`config.mk`:
```
export PLATFORM = sky130hd
export DESIGN_NAME = at_module_config_sequencer
export DESIGN_NICKNAME = d
export VERILOG_FILES = /design/src/atcs_pkg.sv /design/src/atcs_link_monitor.sv /design/src/at_module_config_sequencer.sv
export SDC_FILE = /design/constraint.sdc
export NUM_CORES = 1
export LEC_CHECK = 0
export BUFFER_PORTS_ARGS = -buffer_cell sky130_fd_sc_hd__buf_2
export CORE_ASPECT_RATIO = 0.5
export CORE_MARGIN = 2
export CORE_UTILIZATION = 50
export CTS_BUF_LIST = sky130_fd_sc_hd__clkbuf_8
export DETAILED_ROUTE_END_ITERATION = 8
export PLACE_DENSITY = 0.69
export SLEW_MARGIN = 20
export SYNTH_ARGS = -nofsm -noshare
export SYNTH_HDL_FRONTEND = slang
export SYNTH_SLANG_ARGS = --single-unit
```
`constraint.sdc`:
```
create_clock -name clk -period 6.7 [get_ports clk]
set_input_delay 1.005 -clock clk [delete_from_list [all_inputs] [get_ports clk]]
set_output_delay 1.005 -clock clk [all_outputs]
set_load 0.05 [all_outputs]
```
`src/atcs_pkg.sv`:
```
package atcs_pkg;

  // Item kinds carried in the action field.
  typedef enum logic [1:0] {
    ACT_TICK  = 2'd0,
    ACT_STEP  = 2'd1,
    ACT_START = 2'd2,
    ACT_NONE  = 2'd3
  } action_t;

  // Sequences that a start item can launch.
  typedef enum logic [2:0] {
    CMD_RESET     = 3'd0,
    CMD_HANDSHAKE = 3'd1,
    CMD_SET_PIN   = 3'd2,
    CMD_SET_ROLE  = 3'd3,
    CMD_SET_BAUD  = 3'd4
  } command_t;

  // Module commands put on the serial line.
  typedef enum logic [2:0] {
    SEND_NONE = 3'd0,
    SEND_AT   = 3'd1,
    SEND_PIN  = 3'd2,
    SEND_ROLE = 3'd3,
    SEND_BAUD = 3'd4
  } send_kind_t;

  // Link classification of the status pin.
  typedef enum logic [1:0] {
    LINK_TRANSPARENT = 2'd0,
    LINK_COMMAND     = 2'd1,
    LINK_ABSENT      = 2'd2
  } link_mode_t;

  // Configuration register indexes.
  typedef enum logic [2:0] {
    CFG_SAMPLE_PERIOD     = 3'd0,
    CFG_WINDOW_SAMPLES    = 3'd1,
    CFG_RESPONSE_TIMEOUT  = 3'd2,
    CFG_POWER_OFF_TIME    = 3'd3,
    CFG_POWER_SETTLE_TIME = 3'd4,
    CFG_KEY_PULSE_TIME    = 3'd5,
    CFG_COMMAND_GAP       = 3'd6
  } cfg_reg_t;

  // Sequencer states.
  typedef enum logic [4:0] {
    S_IDLE       = 5'd0,
    S_PWR_CUT    = 5'd1,
    S_PWR_WAIT   = 5'd2,
    S_SETTLE     = 5'd3,
    S_HS_START   = 5'd4,
    S_HS_WAIT    = 5'd5,
    S_PIN_START  = 5'd6,
    S_PIN_WAIT   = 5'd7,
    S_ROLE_START = 5'd8,
    S_ROLE_WAIT  = 5'd9,
    S_GAP        = 5'd10,
    S_BAUD_START = 5'd11,
    S_BAUD_WAIT  = 5'd12,
    S_KEY_START  = 5'd13,
    S_KEY_WAIT   = 5'd14,
    S_DELAY_OFF  = 5'd15,
    S_DELAY_ON   = 5'd16
  } run_state_t;

  localparam int unsigned CFG_DATA_W  = 16;
  localparam int unsigned CFG_INDEX_W = 3;

  // Reset values of the configuration registers.
  localparam logic [7:0]  RST_SAMPLE_PERIOD     = 8'd10;
  localparam logic [7:0]  RST_WINDOW_SAMPLES    = 8'd100;
  localparam logic [15:0] RST_RESPONSE_TIMEOUT  = 16'd1000;
  localparam logic [15:0] RST_POWER_OFF_TIME    = 16'd500;
  localparam logic [15:0] RST_POWER_SETTLE_TIME = 16'd2000;
  localparam logic [15:0] RST_KEY_PULSE_TIME    = 16'd200;
  localparam logic [15:0] RST_COMMAND_GAP       = 16'd1500;

  // Fixed delays after a successful reply.
  localparam logic [15:0] HS_OFF_DELAY   = 16'd100;
  localparam logic [15:0] PIN_ON_DELAY   = 16'd2000;
  localparam logic [15:0] BAUD_OFF_DELAY = 16'd1500;

  localparam logic [17:0] AUTO_BAUD  = 18'd9600;
  localparam logic [17:0] RST_BAUD   = 18'd4;

  // Reply lengths armed for each command.
  localparam logic [3:0] REPLY_LEN_AT   = 4'd2;
  localparam logic [3:0] REPLY_LEN_PIN  = 4'd8;
  localparam logic [3:0] REPLY_LEN_ROLE = 4'd9;
  localparam logic [3:0] REPLY_LEN_BAUD = 4'd6;

  typedef struct packed {
    logic [1:0]  action;
    logic        led_level;
    logic        rx_done;
    logic        rx_match;
    logic [2:0]  command;
    logic [31:0] password;
    logic [17:0] baud_rate;
  } in_item_t;

  typedef struct packed {
    logic        power_off;
    logic        key_high;
    logic [2:0]  send_kind;
    logic [31:0] send_arg;
    logic [3:0]  reply_length;
    logic [1:0]  link_mode;
    logic        error;
    logic        done_res;
    logic        busy_res;
  } out_item_t;

  // Control from the sequencer to the link monitor.
  typedef struct packed {
    logic tick;
    logic led;
    logic clear;
  } mon_ctl_t;

  // Baud rate to the module's rate code; unknown rates give code zero.
  function automatic logic [3:0] baud_code(input logic [17:0] rate);
    logic [3:0] code;
    case (rate)
      18'd1200:   code = 4'd1;
      18'd2400:   code = 4'd2;
      18'd4800:   code = 4'd3;
      18'd9600:   code = 4'd4;
      18'd19200:  code = 4'd5;
      18'd38400:  code = 4'd6;
      18'd57600:  code = 4'd7;
      18'd115200: code = 4'd8;
      18'd230400: code = 4'd9;
      default:    code = 4'd0;
    endcase
    return code;
  endfunction

endpackage

```
`src/atcs_link_monitor.sv`:
```
module atcs_link_monitor (
  input  logic                 clk,
  input  logic                 rst,
  input  logic [7:0]           sample_period,
  input  logic [7:0]           window_samples,
  input  atcs_pkg::mon_ctl_t   ctl,
  output atcs_pkg::link_mode_t mode,
  output atcs_pkg::link_mode_t mode_next
);

  logic [7:0] sample_divider, sample_divider_next;
  logic [7:0] high_count, high_count_next;
  logic [7:0] sample_count, sample_count_next;
  logic [7:0] high_inc;
  logic [7:0] sample_inc;

  // Sample divider, window counters and classification at window end.
  always_comb begin
    sample_divider_next = sample_divider;
    high_count_next     = high_count;
    sample_count_next   = sample_count;
    mode_next           = mode;
    high_inc            = high_count + {7'd0, ctl.led};
    sample_inc          = sample_count + 8'd1;
    if (ctl.clear) begin
      sample_divider_next = sample_period;
      high_count_next     = 8'd0;
      sample_count_next   = 8'd0;
    end else if (ctl.tick) begin
      if (sample_divider != 8'd0) begin
        sample_divider_next = sample_divider - 8'd1;
      end else begin
        sample_divider_next = sample_period;
        high_count_next     = high_inc;
        sample_count_next   = sample_inc;
        if (sample_inc >= window_samples) begin
          if (high_inc == window_samples) begin
            mode_next = atcs_pkg::LINK_TRANSPARENT;
          end else if (high_inc == 8'd0) begin
            mode_next = atcs_pkg::LINK_ABSENT;
          end else begin
            mode_next = atcs_pkg::LINK_COMMAND;
          end
          high_count_next   = 8'd0;
          sample_count_next = 8'd0;
        end
      end
    end
  end

  always_ff @(posedge clk) begin
    if (rst) begin
      sample_divider <= atcs_pkg::RST_SAMPLE_PERIOD;
      high_count     <= 8'd0;
      sample_count   <= 8'd0;
      mode           <= atcs_pkg::LINK_COMMAND;
    end else begin
      sample_divider <= sample_divider_next;
      high_count     <= high_count_next;
      sample_count   <= sample_count_next;
      mode           <= mode_next;
    end
  end

  // A clear empties both window counters for the next cycle.
  assert property (@(posedge clk) disable iff (rst)
    ctl.clear |=> (sample_count == 8'd0 && high_count == 8'd0))
    else $error("link monitor counters not cleared");

  assert property (@(posedge clk) disable iff (rst)
    high_count_next != high_count |-> ctl.tick || ctl.clear)
    else $error("high count moved without a tick or clear");

  assert property (@(posedge clk) disable iff (rst)
    mode_next != mode |-> ctl.tick && sample_divider == 8'd0)
    else $error("link mode changed off a sample");

endmodule

```
`src/at_module_config_sequencer.sv`:
```
// Channel   Direction  Handshake               Payload
// item      in         item_valid/item_stall   atcs_pkg::in_item_t
// result    out        result_valid/result_stall atcs_pkg::out_item_t
// cfg       in         cfg_we                  cfg_index, cfg_data
//
// An accepted item is held in the input register, then the sequencer, timer
// and link monitor update and its result is registered in the result register;
// one item per cycle is sustained while the result side does not stall.
// Each item yields exactly one result item.
// Reset is synchronous; there is no clearing pass.
// A stalled result holds the input register, which then stalls the item side.
module at_module_config_sequencer #(
  parameter int unsigned TIMER_WIDTH = 16
) (
  input  logic                                clk,
  input  logic                                rst,
  input  logic                                item_valid,
  output logic                                item_stall,
  input  atcs_pkg::in_item_t                  item,
  output logic                                result_valid,
  input  logic                                result_stall,
  output atcs_pkg::out_item_t                 result,
  input  logic                                cfg_we,
  input  logic [atcs_pkg::CFG_INDEX_W-1:0]    cfg_index,
  input  logic [atcs_pkg::CFG_DATA_W-1:0]     cfg_data
);

  localparam logic [32:0] TIMER_MAX = (33'd1 << TIMER_WIDTH) - 33'd1;

  // Timer load with saturation at the timer's maximum.
  function automatic logic [TIMER_WIDTH-1:0] sat_load(input logic [15:0] v);
    logic [32:0] wide;
    wide = {17'd0, v};
    if (wide > TIMER_MAX) begin
      wide = TIMER_MAX;
    end
    return wide[TIMER_WIDTH-1:0];
  endfunction

  // Configuration registers.
  logic [7:0]  sample_period;
  logic [7:0]  window_samples;
  logic [15:0] response_timeout;
  logic [15:0] power_off_time;
  logic [15:0] power_settle_time;
  logic [15:0] key_pulse_time;
  logic [15:0] command_gap;

  // Input register and handshake.
  logic               q_valid;
  atcs_pkg::in_item_t q_item;
  logic               advance;
  logic               proc;

  // Sequencer state.
  atcs_pkg::run_state_t   run_state, run_state_next;
  atcs_pkg::run_state_t   return_state, return_state_next;
  logic [TIMER_WIDTH-1:0] delay_timer, delay_timer_next;
  logic                   error_flag, error_flag_next;
  logic                   done_flag, done_flag_next;
  logic [31:0]            stored_pin, stored_pin_next;
  logic [17:0]            stored_baud, stored_baud_next;
  logic                   power_off_level, power_off_level_next;
  logic                   key_level, key_level_next;

  // Shared command start and reply wait handling.
  logic                   cmd_go;
  atcs_pkg::send_kind_t   cmd_kind;
  logic [31:0]            cmd_arg;
  logic [3:0]             cmd_len;
  atcs_pkg::run_state_t   cmd_next;
  logic                   wait_go;
  atcs_pkg::run_state_t   wait_next;
  logic [15:0]            wait_delay;
  logic                   timer_zero;

  atcs_pkg::send_kind_t   send_kind;
  logic [31:0]            send_arg;
  logic [3:0]             reply_length;

  atcs_pkg::mon_ctl_t     mon_ctl;
  atcs_pkg::link_mode_t   mode_now;
  atcs_pkg::link_mode_t   mode_next;
  atcs_pkg::out_item_t    result_next;

  // Configuration writes.
  always_ff @(posedge clk) begin
    if (rst) begin
      sample_period     <= atcs_pkg::RST_SAMPLE_PERIOD;
      window_samples    <= atcs_pkg::RST_WINDOW_SAMPLES;
      response_timeout  <= atcs_pkg::RST_RESPONSE_TIMEOUT;
      power_off_time    <= atcs_pkg::RST_POWER_OFF_TIME;
      power_settle_time <= atcs_pkg::RST_POWER_SETTLE_TIME;
      key_pulse_time    <= atcs_pkg::RST_KEY_PULSE_TIME;
      command_gap       <= atcs_pkg::RST_COMMAND_GAP;
    end else if (cfg_we) begin
      case (cfg_index)
        atcs_pkg::CFG_SAMPLE_PERIOD:     sample_period     <= cfg_data[7:0];
        atcs_pkg::CFG_WINDOW_SAMPLES:    window_samples    <= cfg_data[7:0];
        atcs_pkg::CFG_RESPONSE_TIMEOUT:  response_timeout  <= cfg_data;
        atcs_pkg::CFG_POWER_OFF_TIME:    power_off_time    <= cfg_data;
        atcs_pkg::CFG_POWER_SETTLE_TIME: power_settle_time <= cfg_data;
        atcs_pkg::CFG_KEY_PULSE_TIME:    key_pulse_time    <= cfg_data;
        atcs_pkg::CFG_COMMAND_GAP:       command_gap       <= cfg_data;
        default: ;
      endcase
    end
  end

  // The held item moves on when the result register is free or being taken.
  assign advance    = !result_valid || !result_stall;
  assign proc       = q_valid && advance;
  assign item_stall = q_valid && !advance;

  always_ff @(posedge clk) begin
    if (rst) begin
      q_valid <= 1'b0;
    end else if (!item_stall) begin
      q_valid <= item_valid;
    end
  end

  always_ff @(posedge clk) begin
    if (item_valid && !item_stall) begin
      q_item <= item;
    end
  end

  // Sequencer next state, timer and the command sent by this item.
  always_comb begin
    run_state_next       = run_state;
    return_state_next    = return_state;
    delay_timer_next     = delay_timer;
    error_flag_next      = error_flag;
    done_flag_next       = done_flag;
    stored_pin_next      = stored_pin;
    stored_baud_next     = stored_baud;
    power_off_level_next = power_off_level;
    key_level_next       = key_level;
    send_kind            = atcs_pkg::SEND_NONE;
    send_arg             = 32'd0;
    reply_length         = 4'd0;
    cmd_go               = 1'b0;
    cmd_kind             = atcs_pkg::SEND_NONE;
    cmd_arg              = 32'd0;
    cmd_len              = 4'd0;
    cmd_next             = atcs_pkg::S_IDLE;
    wait_go              = 1'b0;
    wait_next            = atcs_pkg::S_IDLE;
    wait_delay           = 16'd0;
    mon_ctl              = '0;
    timer_zero           = (delay_timer == '0);

    if (proc) begin
      case (q_item.action)
        atcs_pkg::ACT_TICK: begin
          if (!timer_zero) begin
            delay_timer_next = delay_timer - TIMER_WIDTH'(1);
          end
          mon_ctl.tick = 1'b1;
          mon_ctl.led  = q_item.led_level;
        end
        atcs_pkg::ACT_STEP: begin
          case (run_state)
            atcs_pkg::S_PWR_CUT: begin
              power_off_level_next = 1'b1;
              delay_timer_next     = sat_load(power_off_time);
              run_state_next       = atcs_pkg::S_PWR_WAIT;
            end
            atcs_pkg::S_PWR_WAIT: begin
              if (timer_zero) begin
                power_off_level_next = 1'b0;
                delay_timer_next     = sat_load(power_settle_time);
                run_state_next       = atcs_pkg::S_SETTLE;
                error_flag_next      = 1'b0;
                done_flag_next       = 1'b0;
                mon_ctl.clear        = 1'b1;
              end
            end
            atcs_pkg::S_SETTLE: begin
              if (timer_zero) begin
                run_state_next = return_state;
              end
            end
            atcs_pkg::S_HS_START: begin
              cmd_go   = 1'b1;
              cmd_kind = atcs_pkg::SEND_AT;
              cmd_len  = atcs_pkg::REPLY_LEN_AT;
              cmd_next = atcs_pkg::S_HS_WAIT;
            end
            atcs_pkg::S_HS_WAIT: begin
              wait_go    = 1'b1;
              wait_next  = atcs_pkg::S_DELAY_OFF;
              wait_delay = atcs_pkg::HS_OFF_DELAY;
            end
            atcs_pkg::S_PIN_START: begin
              cmd_go   = 1'b1;
              cmd_kind = atcs_pkg::SEND_PIN;
              cmd_arg  = stored_pin;
              cmd_len  = atcs_pkg::REPLY_LEN_PIN;
              cmd_next = atcs_pkg::S_PIN_WAIT;
            end
            atcs_pkg::S_PIN_WAIT: begin
              wait_go    = 1'b1;
              wait_next  = atcs_pkg::S_DELAY_ON;
              wait_delay = atcs_pkg::PIN_ON_DELAY;
            end
            atcs_pkg::S_ROLE_START: begin
              cmd_go   = 1'b1;
              cmd_kind = atcs_pkg::SEND_ROLE;
              cmd_len  = atcs_pkg::REPLY_LEN_ROLE;
              cmd_next = atcs_pkg::S_ROLE_WAIT;
            end
            atcs_pkg::S_ROLE_WAIT: begin
              wait_go    = 1'b1;
              wait_next  = atcs_pkg::S_GAP;
              wait_delay = command_gap;
            end
            atcs_pkg::S_GAP: begin
              if (timer_zero) begin
                stored_baud_next = atcs_pkg::AUTO_BAUD;
                run_state_next   = atcs_pkg::S_BAUD_START;
              end
            end
            atcs_pkg::S_BAUD_START: begin
              cmd_go   = 1'b1;
              cmd_kind = atcs_pkg::SEND_BAUD;
              cmd_arg  = {28'd0, atcs_pkg::baud_code(stored_baud)};
              cmd_len  = atcs_pkg::REPLY_LEN_BAUD;
              cmd_next = atcs_pkg::S_BAUD_WAIT;
            end
            atcs_pkg::S_BAUD_WAIT: begin
              wait_go    = 1'b1;
              wait_next  = atcs_pkg::S_DELAY_OFF;
              wait_delay = atcs_pkg::BAUD_OFF_DELAY;
            end
            atcs_pkg::S_KEY_START: begin
              key_level_next   = 1'b1;
              delay_timer_next = sat_load(key_pulse_time);
              run_state_next   = atcs_pkg::S_KEY_WAIT;
            end
            atcs_pkg::S_KEY_WAIT: begin
              if (timer_zero) begin
                key_level_next = 1'b0;
                done_flag_next = 1'b1;
                run_state_next = atcs_pkg::S_IDLE;
              end
            end
            atcs_pkg::S_DELAY_OFF: begin
              if (timer_zero) begin
                power_off_level_next = 1'b1;
                delay_timer_next     = sat_load(power_off_time);
                run_state_next       = atcs_pkg::S_DELAY_ON;
              end
            end
            atcs_pkg::S_DELAY_ON: begin
              if (timer_zero) begin
                power_off_level_next = 1'b0;
                done_flag_next       = 1'b1;
                run_state_next       = atcs_pkg::S_IDLE;
              end
            end
            default: begin
              run_state_next = atcs_pkg::S_IDLE;
            end
          endcase

          // Command start: send only in command mode, otherwise fail.
          if (cmd_go) begin
            if (mode_now == atcs_pkg::LINK_COMMAND) begin
              send_kind        = cmd_kind;
              send_arg         = cmd_arg;
              reply_length     = cmd_len;
              delay_timer_next = sat_load(response_timeout);
              run_state_next   = cmd_next;
            end else begin
              run_state_next  = atcs_pkg::S_IDLE;
              error_flag_next = 1'b1;
            end
          end

          // Reply wait: timeout first, then the reply check.
          if (wait_go) begin
            if (timer_zero) begin
              run_state_next  = atcs_pkg::S_IDLE;
              error_flag_next = 1'b1;
            end else if (q_item.rx_done) begin
              if (q_item.rx_match) begin
                run_state_next   = wait_next;
                delay_timer_next = sat_load(wait_delay);
              end else begin
                run_state_next = atcs_pkg::S_IDLE;
              end
            end
          end
        end
        atcs_pkg::ACT_START: begin
          case (q_item.command)
            atcs_pkg::CMD_RESET: begin
              run_state_next    = atcs_pkg::S_PWR_CUT;
              return_state_next = atcs_pkg::S_KEY_START;
            end
            atcs_pkg::CMD_HANDSHAKE: begin
              run_state_next  = atcs_pkg::S_HS_START;
              error_flag_next = 1'b0;
              done_flag_next  = 1'b0;
              mon_ctl.clear   = 1'b1;
            end
            atcs_pkg::CMD_SET_PIN: begin
              stored_pin_next = q_item.password;
              run_state_next  = atcs_pkg::S_PIN_START;
              error_flag_next = 1'b0;
              done_flag_next  = 1'b0;
              mon_ctl.clear   = 1'b1;
            end
            atcs_pkg::CMD_SET_ROLE: begin
              run_state_next  = atcs_pkg::S_ROLE_START;
              error_flag_next = 1'b0;
              done_flag_next  = 1'b0;
              mon_ctl.clear   = 1'b1;
            end
            atcs_pkg::CMD_SET_BAUD: begin
              stored_baud_next = q_item.baud_rate;
              run_state_next   = atcs_pkg::S_BAUD_START;
            end
            default: ;
          endcase
        end
        default: ;
      endcase
    end
  end

  atcs_link_monitor u_link_monitor (
    .clk            (clk),
    .rst            (rst),
    .sample_period  (sample_period),
    .window_samples (window_samples),
    .ctl            (mon_ctl),
    .mode           (mode_now),
    .mode_next      (mode_next)
  );

  always_ff @(posedge clk) begin
    if (rst) begin
      run_state       <= atcs_pkg::S_IDLE;
      return_state    <= atcs_pkg::S_IDLE;
      delay_timer     <= '0;
      error_flag      <= 1'b0;
      done_flag       <= 1'b0;
      stored_pin      <= 32'd0;
      stored_baud     <= atcs_pkg::RST_BAUD;
      power_off_level <= 1'b0;
      key_level       <= 1'b0;
    end else begin
      run_state       <= run_state_next;
      return_state    <= return_state_next;
      delay_timer     <= delay_timer_next;
      error_flag      <= error_flag_next;
      done_flag       <= done_flag_next;
      stored_pin      <= stored_pin_next;
      stored_baud     <= stored_baud_next;
      power_off_level <= power_off_level_next;
      key_level       <= key_level_next;
    end
  end

  // Result item reflects the state after the item.
  always_comb begin
    result_next.power_off    = power_off_level_next;
    result_next.key_high     = key_level_next;
    result_next.send_kind    = send_kind;
    result_next.send_arg     = send_arg;
    result_next.reply_length = reply_length;
    result_next.link_mode    = mode_next;
    result_next.error        = error_flag_next;
    result_next.done_res     = done_flag_next;
    result_next.busy_res     = (run_state_next != atcs_pkg::S_IDLE);
  end

  always_ff @(posedge clk) begin
    if (rst) begin
      result_valid <= 1'b0;
    end else if (advance) begin
      result_valid <= q_valid;
    end
  end

  always_ff @(posedge clk) begin
    if (proc) begin
      result <= result_next;
    end
  end

  // A processed item always leaves a result in the next cycle.
  assert property (@(posedge clk) disable iff (rst)
    proc |=> result_valid)
    else $error("processed item produced no result");

  // Any command sent arms the receiver.
  assert property (@(posedge clk) disable iff (rst)
    result_valid && result.send_kind != atcs_pkg::SEND_NONE |-> result.reply_length != 4'd0)
    else $error("command sent without a reply length");

  // A tick counts a running timer down by one.
  assert property (@(posedge clk) disable iff (rst)
    proc && q_item.action == atcs_pkg::ACT_TICK && delay_timer != '0
    |=> delay_timer == $past(delay_timer) - TIMER_WIDTH'(1))
    else $error("delay timer did not count down on tick");

endmodule

```
# ---- Yosys cells after proc, flatten, opt, wreduce, memory -nomap -nowiden
# Index checks and enable logic that the tools add are counted.
dict set report op_classes {
  bitwise 1
  addsub 4
  n_reduce_logical 39
  n_mux 84
  order_cmp 1
  eq_ne 43
}
# op n
set ops {}
lappend ops {{16-bit two-way mux} 9}
lappend ops {{16-bit one-hot mux with 4 select lines} 2}
lappend ops {{32-bit one-hot mux with 2 select lines} 1}
lappend ops {{5-bit two-way mux} 12}
lappend ops {{18-bit two-way mux} 3}
lappend ops {{5-bit by 4-bit == test with 1-bit output (second input constant)} 8}
lappend ops {{8-bit two-way mux} 5}
lappend ops {{5-bit one-hot mux with 8 select lines} 1}
lappend ops {{18-bit by 16-bit == test with 1-bit output (second input constant)} 2}
lappend ops {{18-bit one-hot mux with 2 select lines} 1}
lappend ops {{4-bit one-hot mux with 9 select lines} 1}
lappend ops {{16-bit one-hot mux with 2 select lines} 1}
lappend ops {{4-bit one-hot mux with 4 select lines} 2}
lappend ops {{1-bit two-way mux} 28}
lappend ops {{5-bit one-hot mux with 5 select lines} 1}
lappend ops {{5-bit by 3-bit == test with 1-bit output (second input constant)} 4}
lappend ops {{18-bit by 11-bit == test with 1-bit output (second input constant)} 1}
lappend ops {{18-bit by 12-bit == test with 1-bit output (second input constant)} 1}
lappend ops {{18-bit by 13-bit == test with 1-bit output (second input constant)} 1}
lappend ops {{18-bit by 14-bit == test with 1-bit output (second input constant)} 1}
lappend ops {{18-bit by 15-bit == test with 1-bit output (second input constant)} 1}
lappend ops {{18-bit by 17-bit == test with 1-bit output (second input constant)} 1}
lappend ops {{18-bit == test (second input constant)} 1}
lappend ops {{16-bit logical NOT} 1}
lappend ops {{other kinds (40)} 83}
dict set report totals {
  wordCells 210
  out_inout_bits 48
  in_bits 82
  regBits 304
}

# ---- Logic depth before layout (Yosys ltp)
# Gate-level depths: netlist of run 1.
dict set report logic_depth {
  depth_word 13
  ltp_mapped 14
  mapped_depth_nobuf 13
}

# ---- Hierarchy
# From an unflattened synthesis of run 1, not the netlist that was laid out.
dict set report unflattened {
  hier_cells 1632
  hier_area_um2 14321.2
}
# mod instances cells_each seq_area_each_um2 area_per_inst_um2
set by_module_without_submodules {}
lappend by_module_without_submodules {at_module_config_sequencer 1 1360 6546.3 12253.0}
lappend by_module_without_submodules {atcs_link_monitor 1 272 520.5 2068.2}

# ---- Worst setup path before layout of run 1
# Ideal clock, no wire load.
dict set report synth_timing {
  path_type {input port to flip-flop}
  start {in result_stall}
  end {reg q_item[0] (netlist name) (enable)}
  arrival_ns 4.015
  path_buffers 0
  t_required_ns 6.220
  setup_time_ns 0.480
  cell_stages 2
  path_slack_ns 2.205
  cell_sequence {and3_1 > nor2b_1}
}
dict set report synth_via {
  elab_chain_len 6
}
# item line
set synth_rtl {}
lappend synth_rtl {{start, declared} at_module_config_sequencer.sv:21} ;# input logic result_stall,
lappend synth_rtl {{1-bit logical NOT} at_module_config_sequencer.sv:111} ;# assign advance = !result_valid || !result_stall;
lappend synth_rtl {{1-bit logical OR} at_module_config_sequencer.sv:111}
lappend synth_rtl {{1-bit logical NOT} at_module_config_sequencer.sv:113} ;# assign item_stall = q_valid && !advance;
lappend synth_rtl {{1-bit logical AND} at_module_config_sequencer.sv:113}
lappend synth_rtl {{1-bit logical NOT} at_module_config_sequencer.sv:124} ;# if (item_valid && !item_stall) begin
lappend synth_rtl {{1-bit logical AND} at_module_config_sequencer.sv:124}
lappend synth_rtl {{end signal, assigned} at_module_config_sequencer.sv:125} ;# q_item <= item;
lappend synth_rtl {{end, declared} at_module_config_sequencer.sv:51} ;# atcs_pkg::in_item_t q_item;
# No other way between the ends.
# A chain may end at the register's enable or synchronous reset.

# ---- Worst setup path in the final report of run 1
dict set report layout_timing {
  start {reg run_state[3]}
  end {reg delay_timer[1]}
}
dict set report layout_via {
  elab_chain_len 11
  word_cells_on_any_way 29
  classes_between {eq/ne (12); mux (15); reduce/logical (2)}
}
# item line
set layout_rtl {}
lappend layout_rtl {{start, declared} at_module_config_sequencer.sv:56} ;# atcs_pkg::run_state_t run_state, run_state_next;
lappend layout_rtl {{start signal, assigned} at_module_config_sequencer.sv:346} ;# run_state <= atcs_pkg::S_IDLE;
lappend layout_rtl {{start signal, assigned} at_module_config_sequencer.sv:356} ;# run_state <= run_state_next;
lappend layout_rtl {{5-bit by 4-bit == test with 1-bit output / 5-bit by 3-bit == test with 1-bit output (equally long branches)} at_module_config_sequencer.sv:164} ;# case (run_state)
lappend layout_rtl {{4-bit OR reduction (no source line)} -}
lappend layout_rtl {{1-bit two-way mux} at_module_config_sequencer.sv:164}
lappend layout_rtl {{1-bit two-way mux} at_module_config_sequencer.sv:155} ;# case (q_item.action)
lappend layout_rtl {{1-bit two-way mux} at_module_config_sequencer.sv:154} ;# if (proc) begin
lappend layout_rtl {{16-bit two-way mux} at_module_config_sequencer.sv:269} ;# if (cmd_go) begin
lappend layout_rtl {{16-bit two-way mux} at_module_config_sequencer.sv:288} ;# if (q_item.rx_match) begin
lappend layout_rtl {{16-bit two-way mux} at_module_config_sequencer.sv:287} ;# end else if (q_item.rx_done) begin
lappend layout_rtl {{16-bit two-way mux} at_module_config_sequencer.sv:284} ;# if (timer_zero) begin
lappend layout_rtl {{16-bit two-way mux (*)} at_module_config_sequencer.sv:283} ;# if (wait_go) begin
lappend layout_rtl {{16-bit one-hot mux with 2 select lines (*)} at_module_config_sequencer.sv:155}
lappend layout_rtl {{end signal, assigned} at_module_config_sequencer.sv:358} ;# delay_timer <= delay_timer_next;
lappend layout_rtl {{end, declared} at_module_config_sequencer.sv:58} ;# logic [TIMER_WIDTH-1:0] delay_timer, delay_timer_next;
# Mark *: on every way between the ends. The rest lies on a longest branch, timed or not. The select of a mux whose other input is x is not followed.

==> flow_metrics.env, run 1 <==
export IMPL_yosys_area_top_type_share=0.294
export IMPL_muxShareOfSynthArea=0.00229
export IMPL_synth_edf_count=102
export IMPL_fin_crit_ns=3.81
export IMPL_clockRootBuffer="clkbuf_8"
export IMPL_syn_area_per_cell_sq_um=8.88
export IMPL_p_clk_frac=0.383
export IMPL_synthAdderAreaFrac=0.0156
export IMPL_tightestPinTransition_ns=1.17
export IMPL_ys_flop_type="dfxtp_1"
export IMPL_yosysWarnings=0
export IMPL_fp_row_count=42
export IMPL_p_sw_frac=0.265
export IMPL_groute_usage_overall=0.266
export IMPL_hold_viol_final=0
export IMPL_rsz0062_at_grt="false"
export IMPL_critical_path_required_ns=7.21
export IMPL_synth_compound_area_share=0.172
export IMPL_synth_async_sr_flop_share=0
export IMPL_worstSetupStartpointType="flip-flop"
export IMPL_peakVddDrop_mv=0.180
export IMPL_finClkSkew_ns=0.0191
export IMPL_die_h_um=121
export IMPL_max_freq_mhz=263
export IMPL_synth_simple_gate_area_frac=0.241
export IMPL_crit_family="simple AND/OR/NAND/NOR gates"
export IMPL_postRouteWirelength_um=37900
export IMPL_cts_made_buffers=42
export IMPL_critPathSlowestCell="dfxtp_1"
export IMPL_p_int_mw=2.78
export IMPL_io_buffers=129
export IMPL_dr_pass1_iters=6
export IMPL_cts_clk_slew_worst_paths_ns=0.07
export IMPL_maxCapViolations=0
export IMPL_syn_instance_count=1535
export IMPL_postCtsSetupRepairBufs=0
export IMPL_die_width_um=238
export IMPL_slew_viol_final=0
export IMPL_start_util=0.512
export IMPL_globalplace_congestion=0.926
export IMPL_final_setup_viol_count=0
export IMPL_wl_per_cell_um=18.8
export IMPL_worst_path_buf_inv=0
export IMPL_crit_chain="nor4bb_1, o31a_1, nand3_1, nor3_1, a21oi_1, o21ai_0, o2111a_1"
export IMPL_path_class="reg -> reg"
export IMPL_h_tree_depth=2
export IMPL_fillers=2310
export IMPL_synthesis_area_sq_um=13600
export IMPL_core_area_sq_um=26600
export IMPL_vias_per_cell=5.94
export IMPL_arrival_ns=4.32
export IMPL_fin_crit_sh=0.568
export IMPL_synth_top_family_by_area="simple AND/OR/NAND/NOR gates"
export IMPL_syn_num_nets=1634
export IMPL_crit_path_end_kind="flip-flop"
export IMPL_pwr_share_seq=0.523
export IMPL_clkLatencyLatePin_ns=0.58
export IMPL_pin_count=130
export IMPL_cts_sinks=302
export IMPL_grt_pass1_vias=11240
export IMPL_report_power_total_mw=3.79
export IMPL_grt_start_max_net_pins=91
export IMPL_holdBufCountCts=0
export IMPL_area_growth_pct=12.5
export IMPL_finalSetupTns_ns=0
export IMPL_hp_class="reg -> reg"
export IMPL_powerDensity_nw_per_um2=247
export IMPL_grt_pass1_wl_um=60300
export IMPL_tritoncts="yes"
export IMPL_clk_path_buf_depth=3
export IMPL_status="complete, no violations"
export IMPL_antenna_found_initial=2
export IMPL_finalNetCount=1730
export IMPL_ys_ff_latch=302
export IMPL_dieArea_sq_um=28700
export IMPL_p_sw_mw=1.01
export IMPL_pwr_share_comb=0.094
export IMPL_relSlewSlack=0.218
export IMPL_synth_top_area_cell="dfxtp_1"
export IMPL_post_synth_xor_area_fraction=0.0141
export IMPL_synth_area_leaders="dfxtp_1, edfxtp_1, nand2_1"
export IMPL_seq_area_frac_synth=0.518
export IMPL_grt_ovfl_total=0
export IMPL_dr_total_vias=11995
export IMPL_slowest_delay_ns=0.95
export IMPL_drive_gt1_frac=0.134
export IMPL_p_leak_nw=5.67
export IMPL_dp_hpwl_um=25400
export IMPL_cts_resized=0
export IMPL_drt_iter0_drc=1358
export IMPL_worstPathMaxFanout=28
export IMPL_synth_cell_types=80
export IMPL_antenna_left=0
export IMPL_drc=0
routing by layer:
layer  vias up  wire [um]  part of all wire  track usage
li1       5696          -                 -            -
met1      5720      16600              0.44        0.362
met5         -          0                 0            0
met4         0        741             0.020       0.0798
met2       524      17400              0.46        0.424
met3        55       3220             0.085       0.0612
cell usage after synthesis, types with 11 or more instances:
cell and count:
dfxtp_1 200, nand3_1 93, ha_1 17, a31oi_1 14
and2_1 40, a21oi_1 160, edfxtp_1 102, nand2_1 339
nor2_1 81, buf_2 11, nand2b_1 11, inv_1 26
a221o_1 14, nor2b_1 19, xnor2_1 16, o21ai_0 57
clkbuf_1 71, nor4_1 12, a221oi_1 16, nor3_1 43
per-stage QoR:
step / std cells / worst slack (ns) / instance area, sq um / util / hold WS (ns)
CTS: 2017 / 3.05 / 15300 / 0.575 / 0.452
global placement: 1938 / 2.67 / 14500 / 0.544 / 0.438
floorplan: 1535 / 2.20 / 13600 / - / 0.426
global route: 2017 / 2.71 / 15300 / 0.576 / 0.467
detailed placement: 1939 / 2.57 / 14500 / 0.544 / 0.442
finish: 2019 / 2.89 / 15300 / 0.576 / 0.450
worst paths after layout:
check / from / end / slack, ns / cells after the start
max: run_state[3] / delay_timer[1] / 2.89 / 7
min: stored_pin[12] / stored_pin[12] / 0.45 / 2
max reg2reg: run_state[3] / delay_timer[1] / 2.89 / 7
min reg2reg: stored_pin[12] / stored_pin[12] / 0.45 / 2
flip-flops by register name (all words and copies together) (netlist names), 16 cells and up:
name	cells
command_gap	16
delay_timer	16
power_off_time	16
q_item	58
stored_baud	18
stored_pin	32
power_settle_time	16
key_pulse_time	16
response_timeout	16
result	44
power by group through the flow:
stage	registers [mW]	logic (mW)	clock network, mW
floorplan	2.04	0.217	0
global placement	2.02	0.345	0
detailed placement	2.02	0.351	0
CTS	1.98	0.353	1.48
global route	1.99	0.387	1.57
finish	1.98	0.357	1.45
kinds of logic (layout without fill, tap and decap cells):
| logic type | Yosys count | after routing |
|---|---|---|
| AND/OR/NAND/NOR | 705 | 705 |
| AO/OA/AOI/OAI | 366 | 366 |
| flip-flops | 302 | 302 |
| buffers and inverters | 120 | 250 |
| XOR/XNOR | 22 | 22 |
| adder cells (fa/ha/maj) | 17 | 17 |
| multiplexers | 3 | 3 |
| other | 0 | 2 |
worst reg2reg max path, delay by kind of cell (launching register included):
kind / cells / cell delay, ns
flip-flops: 1 / 0.95
AO/OA/AOI/OAI: 4 / 0.83
AND/OR/NAND/NOR: 3 / 1.95
final cells by class:
| class | instances | area [sq um] | share of cell area |
|---|---|---|---|
| Antenna cell | 2 | 5.00 | 0.000326 |
| Clock buffer | 47 | 647 | 0.0422 |
| Clock inverter | 31 | 190 | 0.0124 |
| Inverter | 26 | 97.6 | 0.00636 |
| Multi-Input combinational cell | 1113 | 6120 | 0.399 |
| Sequential cell | 302 | 7070 | 0.461 |
| Tap cell | 352 | 440 | 0.0287 |
| Timing Repair Buffer | 146 | 773 | 0.0504 |
cell usage in the layout (no fill, tap or decap), types with 5 or more instances in the layout:
master / count
a21oi_1: 160
inv_1: 33
or3_1: 7
o211ai_1: 6
nor4_1: 10
o21ai_0: 57
clkbuf_8: 47
a31oi_1: 14
o32ai_1: 7
o21a_1: 6
clkinv_1: 10
clkinv_2: 9
nand2b_1: 11
or4_1: 5
buf_2: 129
nor2_1: 80
edfxtp_1: 102
a22oi_1: 7
xor2_1: 6
and3_1: 9
ha_1: 17
dfxtp_1: 200
o31a_1: 5
a21o_1: 7
nor3b_1: 8
a221oi_1: 16
nor2b_1: 18
nand3_1: 93
nand4_1: 8
buf_4: 17
nor4bb_1: 6
and2_1: 40
a32o_1: 8
nor4b_1: 6
nand2_1: 339
nor3_1: 41
a211oi_1: 5
o31ai_1: 7
xnor2_1: 16
a221o_1: 14
Power figures use the tool's default switching activity.
==> run 2, diff against run 1 <==
--- a/config.mk
+++ b/config.mk
@@ -11,7 +11,7 @@
 export CORE_UTILIZATION = 50
 export CTS_BUF_LIST = sky130_fd_sc_hd__clkbuf_8
 export DETAILED_ROUTE_END_ITERATION = 8
-export PLACE_DENSITY = 0.69
+export PLACE_DENSITY = 0.72
 export SLEW_MARGIN = 20
 export SYNTH_ARGS = -nofsm -noshare
 export SYNTH_HDL_FRONTEND = slang
==> constraint.sdc (replaced) <==
create_clock -name clk -period 3.2 [get_ports clk]
set_input_delay 0.48 -clock clk [delete_from_list [all_inputs] [get_ports clk]]
set_output_delay 0.48 -clock clk [all_outputs]
set_load 0.05 [all_outputs]
==> run 2 against run 1 <==
Net effect: global-route usage grew 1.2 points; sequential power grew 110%; cell count grew 2.8%; highest routed layer is now met5; count of clock-buffer cells in the layout grew 3; critical path depth grew 5; non-clock buffer count grew 58.
==> flow_metrics.env, run 2 (same netlist as run 1, synthesis figures left out) <==
export IMPL_status="complete, no violations"
export IMPL_top_register="q_item"
export IMPL_clkLatencyLatePin_ns=0.58
export IMPL_dp_hpwl_um=27400
export IMPL_grt_ovfl_total=0
export IMPL_io_buffers=129
export IMPL_arrival_ns=3.39
export IMPL_relSlewSlack=0.326
export IMPL_cts_sinks=302
export IMPL_tritoncts="yes"
export IMPL_antenna_left=0
export IMPL_finalNetCount=1788
export IMPL_critPathSlowestCell="or4_4"
export IMPL_cts_made_buffers=42
export IMPL_pin_count=130
export IMPL_dr_wl_met3_um=3250
export IMPL_start_util=0.512
export IMPL_area_growth_pct=16.6
export IMPL_wl_per_cell_um=19.4
export IMPL_vias_per_cell=5.95
export IMPL_fin_crit_ns=3.05
export IMPL_critical_path_required_ns=3.54
export IMPL_drive_gt1_frac=0.169
export IMPL_fp_row_count=42
export IMPL_rsz0062_at_grt="false"
export IMPL_hp_class="in -> reg"
export IMPL_antenna_found_initial=4
export IMPL_hold_viol_final=0
export IMPL_dieArea_sq_um=28700
export IMPL_crit_path_frequent_cell="and3_4"
export IMPL_drt_iter0_drc=1328
export IMPL_fin_crit_sh=0.952
export IMPL_postRouteWirelength_um=40300
export IMPL_layout_cells_most_common="nand2_1"
export IMPL_core_area_sq_um=26600
export IMPL_worstSetupStartpointType="flip-flop"
export IMPL_wl_met2_um=17900
export IMPL_die_width_um=238
export IMPL_tightestPinTransition_ns=1.00
export IMPL_h_tree_depth=2
export IMPL_clockRootBuffer="clkbuf_8"
export IMPL_crit_chain="inv_1, ha_1, and3_4, ha_2, ha_4, and3_4, xor2_2, xnor2_1, nand3_1, or4_4, and4_1, a21o_1"
export IMPL_multi_input_area_sq_um=6180
export IMPL_regArea_sq_um=7070
export IMPL_groute_usage_overall=0.277
export IMPL_grt_start_max_net_pins=81
export IMPL_grt_pass1_vias=11709
export IMPL_p_leak_nw=5.99
export IMPL_wl_met1_um=17800
export IMPL_topRoutingLayerUsed="met5"
export IMPL_max_freq_mhz=328
export IMPL_top_regs="q_item (58), result (44), stored_pin (32)"
export IMPL_dr_pass1_iters=6
export IMPL_final_area_sq_um=15900
export IMPL_instances_no_fill=2075
export IMPL_whs_ns=0.0749
export IMPL_clk_path_buf_depth=3
export IMPL_worstPathMaxFanout=3
export IMPL_slowest_delay_ns=0.54
export IMPL_powerDensity_nw_per_um2=514
export IMPL_final_cell_mix="nand2_1, dfxtp_1, a21oi_1"
export IMPL_drc=0
export IMPL_postCtsSetupRepairBufs=0
export IMPL_slew_viol_final=0
export IMPL_grt_pass1_wl_um=62700
export IMPL_final_setup_viol_count=0
export IMPL_path_class="reg -> reg"
export IMPL_r2r_setup_slack_ns=0.15
export IMPL_globalplace_congestion=0.916
export IMPL_cts_clk_slew_worst_paths_ns=0.07
export IMPL_dr_total_vias=12344
export IMPL_finClkSkew_ns=0.0192
export IMPL_die_h_um=121
export IMPL_dp_cells=1997
export IMPL_crit_path_end_kind="flip-flop"
export IMPL_peakVddDrop_mv=0.452
export IMPL_largest_reg_flops=58
export IMPL_maxCapViolations=0
export IMPL_fillers=2264
export IMPL_placed_area_sq_um=14900
==> run 2: cell types whose count changed in the layout (fill, tap and decap cells not counted), sizes merged <==
| cell | before | now |
|---|---|---|
| clkinv | 19 | 3 |
| clkinvlp | 0 | 4 |
| clkbuf | 47 | 50 |
| buf | 146 | 204 |
| inv | 36 | 42 |
| bufinv | 2 | 3 |
==> run 2: through the flow <==
| stage | setup WS (ns) | util | total power [mW] | TNS [ns] |
|---|---|---|---|---|
| finish | 0.153 | 0.597 | 8.18 | 0 |
| global route | 0.0356 | 0.597 | 8.46 | 0 |
| CTS | 0.0565 | 0.595 | 8.21 | 0 |
| detailed placement | -0.193 | 0.561 | 5.05 | -1.04 |
| global placement | -0.0328 | 0.561 | 5.03 | -0.0400 |
| floorplan | 0.0153 | - | 4.73 | 0 |
==> run 2: final timing paths <==
| path | from | endpoint | cells after the start |
|---|---|---|---|
| hold reg to reg | stored_pin[8] | stored_pin[8] | 2 |
| hold / removal | item[36] | q_item[36] | 1 |
| setup reg to reg | q_item[56] | result[3] | 12 |
| setup / recovery | q_item[56] | result[3] | 12 |
==> run 2: layout make-up <==
type	count	area share
tap	352	0.0277
antenna	2	0.000315
sequential	302	0.445
multi-input combinational	1113	0.389
clock inverter	26	0.0125
timing repair buffer	204	0.0762
inverter	26	0.00614
clock buffer	50	0.0433
==> run 2: where the power goes <==
group / switching, mW / internal, mW
sequential: 0.0721 / 4.08
combinational: 0.556 / 0.284
clock: 1.52 / 1.67
total: 2.14 / 6.03
==> run 2: critical path: cells and delay by family (launching register included) <==
kind,cells,cell delay (ns)
and+or+nand+nor,5,1.29
buffers and inverters,1,0.10
adders and majority gates,3,0.55
AOI/OAI and AO/OA,1,0.16
xor gates and xnor gates,2,0.32
DFF,1,0.39
==> run 2: layer usage <==
metal | vias to the layer above | global-route usage
li1 | 5807 | -
met1 | 5932 | 0.382
met2 | 499 | 0.428
met3 | 104 | 0.0632
met4 | 2 | 0.106
met5 | - | 0
==> run 2: timing repair <==
action                                  in CTS  in global routing
cloned                                       0                  0
endpoints found under the setup margin       9                 23
resized for setup                            3                  7
hold buffers                                 0                  0
pin swaps                                    0                  1
hold endpoints to repair                     0                  0
==> run 3, diff against run 2 <==
--- a/config.mk
+++ b/config.mk
@@ -12,6 +12,7 @@
 export CTS_BUF_LIST = sky130_fd_sc_hd__clkbuf_8
 export DETAILED_ROUTE_END_ITERATION = 8
 export PLACE_DENSITY = 0.72
+export RECOVER_POWER = 50
 export SLEW_MARGIN = 20
 export SYNTH_ARGS = -nofsm -noshare
 export SYNTH_HDL_FRONTEND = slang
==> run 3 against run 2 <==
Net effect: the flow now finishes with violations (max-capacitance violations, max-slew violations); first-iteration DRC count down 4.8%; count of clock-buffer cells in the layout unchanged; cell count unchanged; critical path depth is the same; critical path type unchanged; largest power group unchanged; highest routed layer unchanged.
==> flow_metrics.env, run 3 (same netlist as run 1, synthesis figures left out) <==
export IMPL_final_cell_mix="nand2_1, dfxtp_1, a21oi_1"
export IMPL_slowest_delay_ns=0.54
export IMPL_placed_area_sq_um=14900
export IMPL_max_freq_mhz=328
export IMPL_finClkSkew_ns=0.0245
export IMPL_tritoncts="yes"
export IMPL_maxCapViolations=3
export IMPL_area_growth_pct=16.1
export IMPL_drc=0
export IMPL_holdBufCountCts=0
export IMPL_groute_usage_overall=0.277
export IMPL_critical_path_required_ns=3.54
export IMPL_reg2reg_from="q_item[56]"
export IMPL_cts_made_buffers=42
export IMPL_drt_iter0_drc=1264
export IMPL_dieArea_sq_um=28700
export IMPL_path_class="reg -> reg"
export IMPL_relSlewSlack=-0.789
export IMPL_vias_per_cell=5.94
export IMPL_status="complete, but fails checks"
export IMPL_crit_path_end_kind="flip-flop"
export IMPL_grt_start_max_net_pins=81
export IMPL_die_width_um=238
export IMPL_start_util=0.512
export IMPL_fp_row_count=42
export IMPL_hold_depth=1
export IMPL_slew_viol_final=177
export IMPL_worstPathMaxFanout=3
export IMPL_dp_hpwl_um=27400
export IMPL_fin_crit_ns=3.04
export IMPL_final_area_sq_um=15800
export IMPL_final_setup_viol_count=0
export IMPL_h_tree_depth=2
export IMPL_globalplace_congestion=0.916
export IMPL_clkLatencyLatePin_ns=0.59
export IMPL_peakVddDrop_mv=0.449
export IMPL_dr_pass1_iters=5
export IMPL_die_h_um=121
export IMPL_rsz0062_at_grt="false"
export IMPL_tightestPinTransition_ns=2.68
export IMPL_crit_chain="inv_1, ha_1, and3_4, ha_2, ha_4, and3_4, xor2_2, xnor2_1, nand3_1, or4_4, and4_1, a21o_1"
export IMPL_hold_start="item[40]"
export IMPL_hp_class="in -> reg"
export IMPL_top_register="q_item"
export IMPL_layout_cells_most_common="nand2_1"
export IMPL_pin_count=130
export IMPL_grt_ovfl_total=0
export IMPL_core_area_sq_um=26600
export IMPL_clk_path_buf_depth=3
export IMPL_drive_gt1_frac=0.150
export IMPL_antenna_left=0
export IMPL_grt_pass1_wl_um=62700
export IMPL_critPathSlowestCell="or4_4"
export IMPL_io_buffers=129
export IMPL_fin_crit_sh=0.951
export IMPL_antenna_found_initial=4
export IMPL_report_power_total_mw=8.17
export IMPL_violations="max-capacitance violations, max-slew violations"
export IMPL_arrival_ns=3.38
export IMPL_worstSetupStartpointType="flip-flop"
export IMPL_cts_sinks=302
export IMPL_top_regs="q_item (58), result (44), stored_pin (32)"
export IMPL_postRouteWirelength_um=40200
export IMPL_clockRootBuffer="clkbuf_8"
export IMPL_crit_start="q_item[56]"
export IMPL_p_leak_nw=5.89
export IMPL_dr_total_vias=12316
export IMPL_crit_path_frequent_cell="and3_4"
export IMPL_fillers=2281
export IMPL_powerDensity_nw_per_um2=516
export IMPL_finalNetCount=1788
export IMPL_whs_ns=0.0748
export IMPL_hold_viol_final=0
export IMPL_grt_pass1_vias=11709
export IMPL_r2r_cells=12
export IMPL_wl_per_cell_um=19.4
export IMPL_cts_clk_slew_worst_paths_ns=0.07
export IMPL_largest_reg_flops=58
==> run 3: cell types whose count changed in the layout (fill, tap and decap cells not counted), sizes merged <==
| cell | change |
|---|---|
| clkbuf | +31 |
| buf | -31 |
==> run 3: path summary, 6_finish.rpt <==
check | to | slack (ns)
hold reg to reg | stored_pin[8] | 0.45
setup / recovery | result[3] | 0.16
setup reg to reg | result[3] | 0.16
hold / removal | q_item[40] | 0.07
==> run 3: timing repair <==
action                     in CTS  in global routing
resized for setup               3                  7
setup endpoints to repair       9                 23
hold endpoints to repair        0                  0
gates cloned                    0                  0
pin swaps                       0                  1
buffers inserted                0                  0
==> run 3: per-layer routing <==
| metal | vias up | GRT usage | routed length [um] |
|---|---|---|---|
| met4 | 2 | 0.106 | 1270 |
| li1 | 5808 | - | - |
| met1 | 5884 | 0.382 | 17700 |
| met3 | 103 | 0.0632 | 3360 |
| met5 | - | 0 | 15 |
| met2 | 519 | 0.428 | 17900 |
==> run 3: worst max-delay path: cells and delay by family (launching register included) <==
family	cells	cell delay [ns]
XOR/XNOR	2	0.32
flip-flops	1	0.39
adder cells (fa/ha/maj)	3	0.55
AO/OA/AOI/OAI	1	0.16
AND/OR/NAND/NOR	5	1.29
buffers and inverters	1	0.09
==> run 3: layout make-up <==
cell class              count  area (sq um)  share of cell area
clock inverters            26           199              0.0126
inverters                  26          97.6             0.00616
multi-input cells        1113          6180               0.390
flip-flops and latches    302          7070               0.446
clock buffers              50           688              0.0434
repair buffers            204          1160              0.0733
well taps                 352           440              0.0278
diodes                      2          5.00            0.000316
==> run 3: power by group <==
part           leakage (nW)  switching (mW)  internal [mW]
logic                  2.77           0.556          0.279
registers              2.62          0.0721           4.08
clock network         0.496            1.51           1.67
total                  5.89            2.14           6.03
==> run 3: stage by stage <==
stage          instances  setup WS [ns]  utilization  TNS (ns)
2_1_floorplan       1535         0.0153            -         0
3_5_place_dp        1997         -0.193        0.561     -1.04
3_3_place_gp        1997        -0.0328        0.561   -0.0400
4_1_cts             2073         0.0565        0.595         0
6_report            2075          0.156        0.594         0
5_1_grt             2074         0.0245        0.594         0
